File: src/rtl/hcb_pkg.sv
// Shared types and constants of the Huffman code builder.
package hcb_pkg;

	localparam int SYMBOL_W = 8;
	localparam int FREQ_W   = 24;
	localparam int WEIGHT_W = 29;
	localparam int CODE_W   = 31;
	localparam int LEN_W    = 5;

	typedef struct packed {
		logic load;
		logic set_used;
		logic scan_init;
		logic trav_init;
		logic scan_issue;
		logic merge;
		logic descend;
		logic emit;
		logic pop;
		logic finish;
	} cmd_t;

	typedef struct packed {
		logic build_more;
		logic scan_end;
		logic is_leaf;
		logic stk_empty;
		logic out_taken;
	} status_t;

endpackage

File: src/rtl/hcb_ctrl.sv
// Sequencer of the Huffman code builder: load, merge scans and tree walk.
module hcb_ctrl (
	input  logic             clk,
	input  logic             arst_n,
	input  logic             in_valid,
	input  logic             last_symbol,
	input  hcb_pkg::status_t status,
	output hcb_pkg::cmd_t    cmd,
	output logic             in_stall
);
	import hcb_pkg::*;

	typedef enum logic [8:0] {
		S_LOAD  = 9'b000000001,
		S_START = 9'b000000010,
		S_CHECK = 9'b000000100,
		S_SCAN  = 9'b000001000,
		S_DRAIN = 9'b000010000,
		S_MERGE = 9'b000100000,
		S_TREAD = 9'b001000000,
		S_TUSE  = 9'b010000000,
		S_EMIT  = 9'b100000000
	} state_t;

	state_t state_q, state_d;

	always_ff @(posedge clk or negedge arst_n) begin
		if (!arst_n) begin
			state_q <= S_LOAD;
		end else begin
			state_q <= state_d;
		end
	end

	always_comb begin
		cmd = '0;
		state_d = state_q;
		unique case (state_q)
			S_LOAD: begin
				cmd.load = in_valid;
				if (in_valid && last_symbol) begin
					state_d = S_START;
				end
			end
			S_START: begin
				cmd.set_used = 1'b1;
				state_d = S_CHECK;
			end
			S_CHECK: begin
				cmd.scan_init = 1'b1;
				cmd.trav_init = 1'b1;
				state_d = status.build_more ? S_SCAN : S_TREAD;
			end
			S_SCAN: begin
				cmd.scan_issue = 1'b1;
				if (status.scan_end) begin
					state_d = S_DRAIN;
				end
			end
			S_DRAIN: begin
				state_d = S_MERGE;
			end
			S_MERGE: begin
				cmd.merge = 1'b1;
				state_d = S_CHECK;
			end
			S_TREAD: begin
				state_d = S_TUSE;
			end
			S_TUSE: begin
				if (status.is_leaf) begin
					cmd.emit = 1'b1;
					state_d = S_EMIT;
				end else begin
					cmd.descend = 1'b1;
					state_d = S_TREAD;
				end
			end
			S_EMIT: begin
				if (status.out_taken) begin
					if (status.stk_empty) begin
						cmd.finish = 1'b1;
						state_d = S_LOAD;
					end else begin
						cmd.pop = 1'b1;
						state_d = S_TREAD;
					end
				end
			end
			default: begin
				state_d = S_LOAD;
			end
		endcase
	end

	assign in_stall = (state_q != S_LOAD);

endmodule

File: config.mk
export PLATFORM = sky130hd
export DESIGN_NAME = hcb_ctrl
export DESIGN_NICKNAME = d
export VERILOG_FILES = /design/src/rtl/hcb_pkg.sv /design/src/rtl/hcb_ctrl.sv
export SDC_FILE = /design/constraint.sdc
export NUM_CORES = 1
export LEC_CHECK = 0
export BUFFER_PORTS_ARGS = -buffer_cell sky130_fd_sc_hd__buf_4
export CORE_UTILIZATION = 43
export DETAILED_ROUTE_END_ITERATION = 10
export PLACE_DENSITY = 0.73
export SLEW_MARGIN = 10
export SYNTH_ARGS = -nofsm -noshare
export SYNTH_HDL_FRONTEND = slang
export SYNTH_SLANG_ARGS = --single-unit
File: constraint.sdc
create_clock -name clk -period 1.8 [get_ports clk]
set_input_delay 0.54 -clock clk [delete_from_list [all_inputs] [get_ports clk]]
set_output_delay 0.54 -clock clk [all_outputs]
set_load 0.02 [all_outputs]
Word-level counts from Yosys, hierarchy flattened
Index checks and enable logic that the tools add are counted.
Storage, ports and cells
  register bits after elaboration: 9
  input bits: 9
  output and inout bits: 11
  word-level logic and storage cells: 36
Operators by class
  equality and inequality tests: 13
  multiplexer cells: 19
  reductions and logical operators: 3
Operators by type and width (count)
  one-hot mux 9 bit (8 select lines): 1
  2-to-1 mux 9 bit: 4
  2-to-1 mux 7 bit: 2
  == test 9 x 1 -> 1 bit (second input constant): 1
  == test 9 x 2 -> 1 bit (second input constant): 1
  == test 9 x 3 -> 1 bit (second input constant): 1
  == test 9 x 4 -> 1 bit (second input constant): 1
  == test 9 x 5 -> 1 bit (second input constant): 1
  == test 9 x 6 -> 1 bit (second input constant): 1
  == test 9 x 7 -> 1 bit (second input constant): 1
  == test 9 x 8 -> 1 bit (second input constant): 1
  == test 9 bit (second input constant): 1
  inequality test 9 x 1 -> 1 bit (second input constant): 1
  2-to-1 mux 1 bit: 8
  2-to-1 mux 2 bit: 4
  inequality test 2 bit (second input constant): 3
  AND reduction 3 bit: 1
  OR reduction 2 bit: 1
  logical AND 1 bit: 1

Longest topological paths before layout
  word-level depth: 3
  gate-level depth with buffers: 6
  gate-level depth less buffers: 5

Worst setup path after synthesis
OpenSTA, ideal clock, no wires.
  kind: flip-flop to output port
  start: register state_q[6]
  end: output cmd[9] (netlist bit)
  arrival: 1546 ps
  path slack: -286 ps
  stages on the path, launching flop included: 6
  path through: dfrtp_1 -> buf_2 -> nor3_1 -> and2_1 -> nand3_1 -> nor2_1
RTL lines
  from (decl): RTL line hcb_ctrl.sv:25  | state_t state_q, state_d;
  from (signal assigned): RTL line hcb_ctrl.sv:31  | state_q <= state_d;
  to (decl): RTL line hcb_ctrl.sv:8  | output hcb_pkg::cmd_t cmd,

==> impl_metrics.py <==
metrics = {
    "finish": {
        "drive_gt1_share_pct": 61.6,
        "final_nets": 135,
        "multiInputGateArea_um2": 531,
        "finalCoreUtilization_pct": 88.4,
        "top_regs": "state_q (9)",
        "fillers": 66,
        "fin_cells": 140,
        "syn2layout_area_growth_pct": 85.6,
        "diodes": 0,
        "seqCellArea_um2": 229,
        "largest_reg_flops": 9,
        "top_register": "state_q",
    },
    "synthesis": {
        "synth_seq_cells": 9,
        "ys_dominant_reg_cell": "dfrtp_1",
        "synth_top_area_share_pct": 31.1,
        "synthTopCellsByCount": "13 x nor2_1, 8 x dfrtp_1, 8 x nand2_1, 4 x a21oi_1, 4 x nor3_1",
        "avgSynthCellArea_um2": 8.04,
        "seq_area_frac_synth_pct": 35.2,
        "synth_top_area_cell": "dfrtp_1",
        "ys_types": 30,
        "yosysWarningCount": 0,
        "syn_inst": 80,
        "synthesis.area_um2": 643,
        "synth.most_common_cell": "nor2_1",
        "synth_area_leaders": "dfrtp_1 31%, nor2_1 7.6%, nand2_1 4.7%",
        "synthesis.nets": 89,
        "synth_enable_flop_cells": 0,
        "synthArstFlopShare_pct": 100,
    },
    "critical_path": {
        "setup.worst_path.start_class": "flip-flop",
        "path_class": "flip-flop to output port",
        "critical_path.max_fanout": 3,
        "reg2reg_slack_ns": -0.03,
        "cp.required_ns": 1.26,
        "worst_ep_arrival_time_ns": 1.75,
        "reg2reg_from": "state_q[2]",
        "crit_path_end_kind": "output port",
        "r2r-end": "state_q[6]",
        "reg2reg_depth": 6,
    },
    "global_route": {
        "overflow": 0,
        "grt_max_degree": 10,
        "grt-busiest-layer": "met2",
        "grt_first_pass_wirelength_mm": 3.33,
        "met2_usage_pct": 54.4,
        "grt_pass1_vias": 731,
        "met3_usage_pct": 8.15,
        "grtUsageTotal_pct": 31.8,
        "met1_usage_pct": 40.6,
        "antenna_found_initial": 0,
    },
    "die": {
        "rows": 13,
        "core-area_um2": 1350,
        "die_area_um2": 1650,
        "ios": 20,
        "fp.dieH_um": 40.7,
        "die_w_um": 40.7,
        "start_util_pct": 47.6,
    },
    "power": {
        "peakVddDrop_mv": 0.768,
        "power_density_nw_per_um2": 891,
        "power.leakage_nw": 0.571,
    },
    "route": {
        "wirelength_mm": 2.73,
        "viasPerCell": 6.07,
        "dr.pass1.iters": 4,
        "drc": 0,
        "vias": 850,
        "drt_first_iter_violations": 38,
        "wl_per_cell_um": 19.5,
        "ant_nets": 0,
    },
    "placed_design": {
        "port_buffers": 19,
        "dp_hpwl_mm": 1.51,
        "pre_cts_ws_ns": -0.151,
        "gp_congestion": 0.913,
        "dpl.cell_count": 129,
    },
    "cts": {
        "root_buffer": "clkbuf_4",
        "htree_levels": 1,
        "numCtsBuffers": 3,
        "cts_tree": "built",
        "clkTransAtPathRegs_ns": 0.08,
        "ctsHoldBuffers": 0,
        "clock_latency_ns": 0.29,
        "clockBufferDepth": 2,
        "cts_sinks": 9,
    },
    "sta": {
        "finalSetupViolCount": 12,
        "slew_viol_final": 0,
        "fmax_ghz": 0.436,
        "post-route-period-util_pct": 127,
        "fin_skew_ns": 0.0127,
        "fin_setup_tns_ns": -3.90,
        "rsz0062_at_grt": "true",
        "final_hold_viol_count": 0,
        "period_needed_ns": 2.29,
        "worst_pin_slew_ns": 0.336,
        "max-slew-margin-rel_pct": 77.3,
        "finalWorstSetupSlack_ns": -0.494,
    },
    "status": {
        "violations": "setup timing",
        "outcome": "finished, violations left",
    },
    "job": {
        "drv_cap": 0,
    },
    "hold_path": {
        "hold_class": "input port to asynchronous set/reset pin",
    },
}
==> metal layers <==
layer | share of wire [%] | vias up
met5 | 0 | -
met4 | 3.7 | 0
met3 | 7.7 | 14
met2 | 47 | 49
met1 | 41 | 415
li1 | - | 372
==> per-stage QoR <==
step / power (W) / hold WS [ns] / area [µm²]
floorplan: 0.000508 / 0.244 / 717
global placement: 0.000692 / 0.376 / 988
detailed placement: 0.000702 / 0.374 / 988
CTS: 0.000955 / 0.0939 / 1120
global route: 0.00111 / 0.0789 / 1190
finish: 0.00106 / 0.0615 / 1190
==> where the power goes <==
group	total (W)	internal [W]	leakage [nW]	switching, W
sequential	0.000254	0.000230	0.118	0.0000240
clock	0.000179	0.0000864	0.0150	0.0000924
combinational	0.000630	0.000315	0.438	0.000316
==> what timing repair did <==
item / 4_1_cts / 5_1_grt
setup buffers: 4 / 3
endpoints found under the setup margin: 11 / 11
hold endpoints to repair: 0 / 0
gates resized for setup: 17 / 14
pin swaps: 6 / 4
==> cells by family after synthesis <==
group / synth area share [%]
AND/OR/NAND/NOR: 44.9
XOR/XNOR: 2.72
flip-flops: 35.2
buffers and inverters: 4.67
AO/OA/AOI/OAI: 12.5
==> worst max path at each step <==
stage	startpoint	end	slack, ns	depth (start not counted)
after floorplan	state_q[6]	cmd[9]	-0.02	5
after global placement	state_q[2]	cmd[9]	-0.06	6
after detailed placement	state_q[1]	cmd[3]	-0.15	5
after CTS	state_q[1]	cmd[2]	-0.35	5
after global routing	state_q[2]	cmd[2]	-0.52	5
final	state_q[2]	cmd[2]	-0.49	5
==> cells in the final DEF (no fill, tap or decap), types with 2 or more instances in the layout <==
master,n
a21oi_1,4
and2_4,2
buf_4,34
buf_6,11
clkbuf_4,3
dfrtp_1,6
dfrtp_2,2
nand2_1,4
nand2_2,3
nand2b_1,3
nor2_1,10
nor2_4,3
nor2b_1,2
nor3_2,3
nor3_4,3
o21ai_0,3
xor2_1,2
==> worst max-delay path, cell delays in order, from the launching register on <==
cell and delay (ns):
dfrtp_1 0.43, nor3_2 0.28, nand2_2 0.14, nor4b_4 0.27, and2_2 0.21, buf_4 0.14
==> cell type report <==
type	instances	area share, %
clock buffers	4	2.20
inverters	2	0.839
multi-input cells	65	44.4
flip-flops and latches	9	19.2
well taps	15	1.57
repair buffers	45	31.8
(Power assumes the default switching activity.)
